--- config.mk ---
export PLATFORM = sky130hd
export DESIGN_NAME = modular_exponentiation
export DESIGN_NICKNAME = d
export VERILOG_FILES = /design/src/rtl/core/mexp_pkg.sv /design/src/rtl/core/modular_exponentiation.sv /design/src/rtl/core/mexp_mulmod.sv
export SDC_FILE = /design/constraint.sdc
export NUM_CORES = 1
export LEC_CHECK = 0
export ABC_AREA = 1
export BUFFER_PORTS_ARGS = -buffer_cell sky130_fd_sc_hd__buf_2
export CAP_MARGIN = 0
export CORE_MARGIN = 4
export CORE_UTILIZATION = 35
export DETAILED_ROUTE_END_ITERATION = 7
export PLACE_DENSITY = 0.5
export SLEW_MARGIN = 20
export SYNTH_ARGS = -nofsm -noshare
export SYNTH_HDL_FRONTEND = slang
export SYNTH_SLANG_ARGS = --single-unit
--- constraint.sdc ---
create_clock -name clk_i -period 12.25 [get_ports clk_i]
set_clock_uncertainty 0.2 [all_clocks]
set_input_delay 0 -clock clk_i [delete_from_list [all_inputs] [get_ports clk_i]]
set_output_delay 0 -clock clk_i [all_outputs]
set_load 0.05 [all_outputs]
--- src/rtl/core/mexp_pkg.sv ---
// Shared widths, types and register indexes of the modular exponentiation block.
// Depends on nothing.
package mexp_pkg;

  localparam int unsigned WIDTH  = 32;
  localparam int unsigned CNT_W  = $clog2(WIDTH);
  localparam int unsigned BITS_W = $clog2(WIDTH + 1);

  typedef logic [WIDTH-1:0] word_t;

  // Configuration register indexes
  localparam logic CFG_MODULUS  = 1'b0;
  localparam logic CFG_EXPONENT = 1'b1;

  // Request to the modular multiplier
  typedef struct packed {
    logic  start;
    word_t a;
    word_t b;
  } mul_req_t;

  // Response of the modular multiplier
  typedef struct packed {
    logic  done;
    word_t prod;
  } mul_rsp_t;

endpackage

--- src/rtl/core/modular_exponentiation.sv ---
// Modular exponentiation: power_result = base_value ^ exponent mod modulus, 32-bit unsigned.
// Depends on mexp_pkg and mexp_mulmod (bit-serial modular multiplier).
//
// One request at a time. The exponent is scanned left to right from its most
// significant set bit: every bit costs a modular square, a one bit also a modular
// multiply by the base. All products run through one bit-serial multiplier that
// consumes one multiplier bit per cycle. A request is accepted, the base is
// reduced mod modulus, the leading zeros of the exponent are skipped one per
// cycle, and then the squares and multiplies run in turn. Exponent zero returns
// 1, also for modulus zero; a nonzero exponent with modulus zero returns 0.
// The result sits in an output register, so the next request is taken while
// the previous result still waits downstream. Configuration writes (index 0
// modulus, index 1 exponent) take effect at once and must only be made while
// the block is idle.
module modular_exponentiation (
  input  logic                   clk_i,
  input  logic                   rst_ni,
  // Input request channel
  input  logic                   in_valid_i,
  output logic                   in_ready_o,
  input  mexp_pkg::word_t        base_value_i,
  // Result channel
  output logic                   out_valid_o,
  input  logic                   out_ready_i,
  output mexp_pkg::word_t        power_result_o,
  // Configuration write port
  input  logic                   cfg_we_i,
  input  logic                   cfg_index_i,
  input  mexp_pkg::word_t        cfg_wdata_i
);

  typedef enum logic [2:0] {
    ST_IDLE,
    ST_REDUCE,
    ST_SCAN,
    ST_SQUARE,
    ST_MULT,
    ST_FINISH
  } state_e;

  // Configuration registers
  mexp_pkg::word_t modulus_q;
  mexp_pkg::word_t exponent_q;

  // Sequencer state and datapath registers
  state_e                       state_q;
  mexp_pkg::word_t              x_q;       // running power
  mexp_pkg::word_t              bred_q;    // base reduced mod modulus
  mexp_pkg::word_t              e_q;       // exponent, shifted left as bits are used
  logic [mexp_pkg::BITS_W-1:0]  bits_q;    // exponent bits still to process
  logic                         mstart_q;
  mexp_pkg::word_t              ma_q;
  mexp_pkg::word_t              mb_q;
  logic                         out_valid_q;
  mexp_pkg::word_t              result_q;

  mexp_pkg::mul_req_t mul_req;
  mexp_pkg::mul_rsp_t mul_rsp;
  mexp_pkg::word_t    one_mod;

  // 1 mod n: zero for modulus one
  assign one_mod = (modulus_q == mexp_pkg::WIDTH'(1)) ? '0 : mexp_pkg::WIDTH'(1);

  // Configuration writes
  always_ff @(posedge clk_i or negedge rst_ni) begin
    if (!rst_ni) begin
      modulus_q  <= mexp_pkg::WIDTH'(1);
      exponent_q <= '0;
    end else if (cfg_we_i) begin
      case (cfg_index_i)
        mexp_pkg::CFG_MODULUS:  modulus_q  <= cfg_wdata_i;
        mexp_pkg::CFG_EXPONENT: exponent_q <= cfg_wdata_i;
        default: ;
      endcase
    end
  end

  assign mul_req.start = mstart_q;
  assign mul_req.a     = ma_q;
  assign mul_req.b     = mb_q;

  mexp_mulmod u_mulmod (
    .clk_i  (clk_i),
    .rst_ni (rst_ni),
    .n_i    (modulus_q),
    .req_i  (mul_req),
    .rsp_o  (mul_rsp)
  );

  // Sequencer: holds state, datapath and the output register
  always_ff @(posedge clk_i or negedge rst_ni) begin
    if (!rst_ni) begin
      state_q     <= ST_IDLE;
      x_q         <= '0;
      bred_q      <= '0;
      e_q         <= '0;
      bits_q      <= '0;
      mstart_q    <= 1'b0;
      ma_q        <= '0;
      mb_q        <= '0;
      out_valid_q <= 1'b0;
      result_q    <= '0;
    end else begin
      // start is a one-cycle pulse
      mstart_q <= 1'b0;
      // drop the result once taken
      if (out_valid_q && out_ready_i) begin
        out_valid_q <= 1'b0;
      end
      case (state_q)
        ST_IDLE: begin
          if (in_valid_i) begin
            e_q    <= exponent_q;
            bits_q <= mexp_pkg::BITS_W'(mexp_pkg::WIDTH);
            if (exponent_q == '0) begin
              // exponent zero: result is 1 for every modulus
              x_q     <= mexp_pkg::WIDTH'(1);
              state_q <= ST_FINISH;
            end else if (modulus_q == '0) begin
              x_q     <= '0;
              state_q <= ST_FINISH;
            end else begin
              // reduce the base: 1 * base mod n
              mstart_q <= 1'b1;
              ma_q     <= mexp_pkg::WIDTH'(1);
              mb_q     <= base_value_i;
              state_q  <= ST_REDUCE;
            end
          end
        end
        ST_REDUCE: begin
          if (mul_rsp.done) begin
            bred_q  <= mul_rsp.prod;
            x_q     <= one_mod;
            state_q <= ST_SCAN;
          end
        end
        ST_SCAN: begin
          // skip leading zeros; the exponent is known nonzero here
          if (e_q[mexp_pkg::WIDTH-1]) begin
            mstart_q <= 1'b1;
            ma_q     <= x_q;
            mb_q     <= x_q;
            state_q  <= ST_SQUARE;
          end else begin
            e_q    <= {e_q[mexp_pkg::WIDTH-2:0], 1'b0};
            bits_q <= bits_q - 1'b1;
          end
        end
        ST_SQUARE: begin
          if (mul_rsp.done) begin
            x_q <= mul_rsp.prod;
            if (e_q[mexp_pkg::WIDTH-1]) begin
              mstart_q <= 1'b1;
              ma_q     <= mul_rsp.prod;
              mb_q     <= bred_q;
              state_q  <= ST_MULT;
            end else if (bits_q == mexp_pkg::BITS_W'(1)) begin
              state_q <= ST_FINISH;
            end else begin
              // advance to the next exponent bit
              e_q      <= {e_q[mexp_pkg::WIDTH-2:0], 1'b0};
              bits_q   <= bits_q - 1'b1;
              mstart_q <= 1'b1;
              ma_q     <= mul_rsp.prod;
              mb_q     <= mul_rsp.prod;
            end
          end
        end
        ST_MULT: begin
          if (mul_rsp.done) begin
            x_q <= mul_rsp.prod;
            if (bits_q == mexp_pkg::BITS_W'(1)) begin
              state_q <= ST_FINISH;
            end else begin
              e_q      <= {e_q[mexp_pkg::WIDTH-2:0], 1'b0};
              bits_q   <= bits_q - 1'b1;
              mstart_q <= 1'b1;
              ma_q     <= mul_rsp.prod;
              mb_q     <= mul_rsp.prod;
              state_q  <= ST_SQUARE;
            end
          end
        end
        ST_FINISH: begin
          // hold until the output register is free
          if (!out_valid_q || out_ready_i) begin
            out_valid_q <= 1'b1;
            result_q    <= x_q;
            state_q     <= ST_IDLE;
          end
        end
        default: state_q <= ST_IDLE;
      endcase
    end
  end

  assign in_ready_o     = (state_q == ST_IDLE);
  assign out_valid_o    = out_valid_q;
  assign power_result_o = result_q;

endmodule

--- src/rtl/core/mexp_mulmod.sv ---
// Bit-serial interleaved modular multiplier: (a * b) mod n, one bit of b per cycle.
// Depends on mexp_pkg. Operands must satisfy a <= n and the accumulator stays below n.
module mexp_mulmod (
  input  logic                clk_i,
  input  logic                rst_ni,
  input  mexp_pkg::word_t     n_i,
  input  mexp_pkg::mul_req_t  req_i,
  output mexp_pkg::mul_rsp_t  rsp_o
);

  mexp_pkg::word_t                 acc_q;
  mexp_pkg::word_t                 a_q;
  mexp_pkg::word_t                 b_q;
  logic [mexp_pkg::CNT_W-1:0]      cnt_q;
  logic                            busy_q;
  logic                            done_q;

  logic [mexp_pkg::WIDTH:0]        n_ext;
  logic [mexp_pkg::WIDTH:0]        dbl;
  logic [mexp_pkg::WIDTH:0]        dbl_red;
  logic [mexp_pkg::WIDTH:0]        sum;
  logic [mexp_pkg::WIDTH:0]        sum_red;

  // Double the accumulator, reduce, then add a for a one bit and reduce again
  always_comb begin
    n_ext   = {1'b0, n_i};
    dbl     = {acc_q, 1'b0};
    dbl_red = (dbl >= n_ext) ? (dbl - n_ext) : dbl;
    sum     = {1'b0, dbl_red[mexp_pkg::WIDTH-1:0]} +
              (b_q[mexp_pkg::WIDTH-1] ? {1'b0, a_q} : '0);
    sum_red = (sum >= n_ext) ? (sum - n_ext) : sum;
  end

  always_ff @(posedge clk_i or negedge rst_ni) begin
    if (!rst_ni) begin
      busy_q <= 1'b0;
      done_q <= 1'b0;
      cnt_q  <= '0;
      acc_q  <= '0;
      a_q    <= '0;
      b_q    <= '0;
    end else begin
      done_q <= 1'b0;
      if (req_i.start) begin
        a_q    <= req_i.a;
        b_q    <= req_i.b;
        acc_q  <= '0;
        cnt_q  <= '0;
        busy_q <= 1'b1;
      end else if (busy_q) begin
        acc_q <= sum_red[mexp_pkg::WIDTH-1:0];
        b_q   <= {b_q[mexp_pkg::WIDTH-2:0], 1'b0};
        cnt_q <= cnt_q + 1'b1;
        if (cnt_q == mexp_pkg::CNT_W'(mexp_pkg::WIDTH - 1)) begin
          busy_q <= 1'b0;
          done_q <= 1'b1;
        end
      end
    end
  end

  assign rsp_o.done = done_q;
  assign rsp_o.prod = acc_q;

endmodule

==> results by group <==
CTS
  – TritonCTS clock tree: done
  – Clock sinks: 370
  – Buffers inserted by post-CTS timing repair: 0
  – Clock root buffer master: clkbuf_16
  – Clock buffers created by TritonCTS: 47
  – Number of buffers on the longest clock path: 3
  – Worst skew pair latency: 590 ps
  – Number of levels the H-tree was split into: 2
  – Clk slew on worst S/H paths: 60 ps

Detailed routing
  – Total wirelength of the detailed-routed design: 90.50 mm
  – Detailed-router iteration count before antenna repair: 6
  – Via count: 23.76k
  – # DRC: 0
  – Mean routed wirelength per cell: 19.08 um
  – Antenna viol nets, final: 0
  – Via/cell ratio: 5.010
  – Drt first-iter violations: 1,882

Synth
  – Fraction of synthesis flops using an asynchronous set or reset pin: 1.000
  – Leading cell types by total area after synthesis: dfrtp_1 (38%), nand2_1 (20%), inv_1 (8.0%)
  – Post-Synthesis Net Count: 3,825
  – Count of flip-flops with a built-in enable after synthesis: 0
  – Main flop type after synthesis: dfrtp_1
  – Syn Inst Count: 3,652
  – Average footprint of a synthesized cell: 6.735 um^2
  – Post-synth top area share: 0.3754
  – Yosys Warn Count: 0
  – Mapped cell area: 24,600 um^2
  – Sequential-to-total area share from yosys stat: 0.3765
  – Distinct cell type count after synthesis: 44
  – Seq cells post-synth: 370
  – Largest area contributor in the synthesized netlist: dfrtp_1

Floorplanning
  – I/O pin cnt: 104
  – Starting Density: 0.3555
  – Horizontal extent of the die: 273.1 um
  – Vertical die dimension: 273.1 um
  – Die Area: 74,580 um^2
  – Area of the core: 69,190 um^2
  – Placement row count: 96

GRT
  – Global route overflow: 0
  – Global-route wire length before repair: 140.7 mm
  – Number of antenna violations at the first check in global routing: 0
  – Largest net degree at the start of global routing: 126
  – Combined global-route utilization of all metal layers: 0.2409
  – Number of global-route vias before repair: 23.43k

STA
  – Clock period minus worst slack: 7562 ps
  – Slew of the pin with the lowest slew margin: 1079 ps
  – Relative slew margins: 0.2765
  – Number of hold violations in the final report: 26
  – Fmax: 0.1322 GHz
  – Unrepaired setup endpoints after global routing: false
  – Smallest hold slack: -79.14 ps
  – Final count of pins violating max slew: 0
  – Final period utilization: 0.6173
  – Total setup violations reported at the end of the flow: 0
  – Sum of negative setup slack: 0 ps

Outcome
  – Failing checks: hold timing
  – Run status: complete, but fails checks

Placement
  – Number of buffer cells added on primary ports: 103
  – Sum of net half-perimeters after detailed placement: 68.59 mm
  – Gp weighted congestion: 1.002

Critical path
  – Path type of the worst setup path: reg2reg
  – Critical path's slowest cell: dfrtp_1
  – Most common cell on crit path: nand2_1
  – Longest individual stage delay on the worst path: 550 ps
  – Critical Path End Type: flip-flop
  – Crit path arrival time: 7820 ps
  – Startpoint type of the worst setup path: flip-flop
  – Crit Path Max Fanout: 51
  – Crit path required time: 12,500 ps

Run
  – Max-capacitance violation count: 0

Layout
  – Post-layout utilization of the core: 0.4103
  – Layout Area Growth over Synthesis: 15.40%
  – Proportion of layout cells with a drive suffix above 1: 0.07137
  – Fill cell instance count of the final layout: 7,454
  – Nets@finish: 3,946

Hold path
  – Type of the worst min-delay path: in2reg
==> worst max-delay path: cells and delay by family (launching register included) <==
kind,cells,cell delay [ps]
AND/OR/NAND/NOR,20,2920
buffers and inverters,8,1840
adder cells (fa/ha/maj),5,1490
flip-flops,1,550
XOR/XNOR,1,390
==> placed cells by master, fill, tap and decap left out, drive strengths merged, types with 26 or more instances in the layout <==
cell | netlist | layout
clkbuf | 106 | 69
nand2 | 1303 | 1303
nor2 | 224 | 224
nor3 | 50 | 50
ha | 100 | 100
o2111ai | 31 | 31
inv | 529 | 532
o211ai | 31 | 31
nand3 | 245 | 245
nand4 | 26 | 26
dlygate4sd3 | 0 | 68
a21oi | 115 | 115
dfrtp | 369 | 369
buf | 26 | 136
mux2 | 32 | 32
o21ai | 321 | 321
o22ai | 31 | 31
==> per-layer routing <==
metal / GRT usage / vias up / part of all wire
met1: 0.3537 / 11180 / 0.48
met4: 0.06181 / 0 / 0.026
met2: 0.3825 / 581 / 0.44
met5: 0 / - / 0
li1: - / 11890 / -
met3: 0.02186 / 106 / 0.047
==> kinds of logic (layout without fill, tap and decap cells) <==
logic type	count (synthesis)	in the layout	share of synthesized area
compound gates	557	557	0.1269
xor+xnor	48	48	0.01709
fa+ha+maj	103	103	0.05331
buf+inv	663	822	0.1021
flops	370	370	0.3765
mux	33	33	0.01506
other cells	0	1	0
simple gates	1878	1878	0.3091
==> state kept, by name (all words and copies together) (netlist names) <==
| register | cells |
|---|---|
| modulus_q | 32 |
| bred_q | 32 |
| u_mulmod.a_q | 32 |
| x_q | 32 |
| power_result_o | 32 |
| exponent_q | 32 |
| mb_q | 32 |
| bits_q | 6 |
| state_q | 3 |
| u_mulmod.b_q | 32 |
| u_mulmod.busy_q | 1 |
| e_q | 32 |
| u_mulmod.cnt_q | 5 |
| ma_q | 32 |
| u_mulmod.done_q | 1 |
| out_valid_o | 1 |
| u_mulmod.acc_q | 32 |
| mstart_q | 1 |
==> repair_timing <==
action	4_1_cts	5_1_grt
resized for setup	0	0
hold buffers	69	0
hold endpoints to repair	213	0
==> metrics by stage <==
stage          cells  hold WS, ps  setup slack (ps)  area, um^2
4_1_cts         4742        4.139              4675       28380
2_1_floorplan   3652       -495.6              7072       24600
3_3_place_gp    4586       -60.18              4803       26080
5_1_grt         4742        5.813              4067       28380
3_5_place_dp    4586       -62.55              4702       26080
6_report        4743       -79.14              4688       28390
==> worst paths after layout <==
check / startpoint / end / slack (ps) / depth (start not counted)
worst max-delay path: modulus_q[1] / u_mulmod.acc_q[27] / 4690 / 34
worst min-delay path: cfg_we_i / modulus_q[0] / -80 / 4
worst max register to register: modulus_q[1] / u_mulmod.acc_q[27] / 4690 / 34
worst min register to register: u_mulmod.a_q[31] / u_mulmod.a_q[31] / 270 / 2
max in group asynchronous: rst_ni / x_q[28] / 9950 / 5
min in group asynchronous: rst_ni / power_result_o[9] / 470 / 4
==> synthesized netlist by cell type (3+ instances only) <==
| library cell | instances |
|---|---|
| buf_2 | 18 |
| nor4_1 | 10 |
| mux2_2 | 32 |
| o2111ai_1 | 31 |
| inv_2 | 3 |
| a211oi_1 | 3 |
| nand2_2 | 3 |
| xor2_1 | 24 |
| inv_1 | 526 |
| o211ai_1 | 31 |
| buf_1 | 8 |
| clkbuf_1 | 106 |
| nand3_1 | 245 |
| o21ai_1 | 28 |
| nor2_1 | 221 |
| and3_1 | 5 |
| nand3b_1 | 13 |
| ha_1 | 100 |
| o21ai_0 | 291 |
| a21oi_1 | 113 |
| dfrtp_1 | 369 |
| nor2_2 | 3 |
| nand4_1 | 26 |
| fa_1 | 3 |
| nand2_1 | 1299 |
| a21o_1 | 6 |
| nor3_1 | 49 |
| o22ai_1 | 31 |
| xnor2_1 | 24 |
| o21bai_1 | 10 |
==> final cells by class <==
cell class                 instances  area (um^2)  area share
antenna                            1        2.502  0.00008816
clock buffer                      69         1380     0.04862
multi-input combinational       2619        12890      0.4540
clock inverter                    18        209.0    0.007361
inverter                         531         1993     0.07022
timing repair buffer             204         1486     0.05236
sequential                       370         9261      0.3263
tap                              931         1165     0.04104
Power is not shown: default switching activity piles up to over one toggle a cycle in this logic, so the estimate is an artifact.
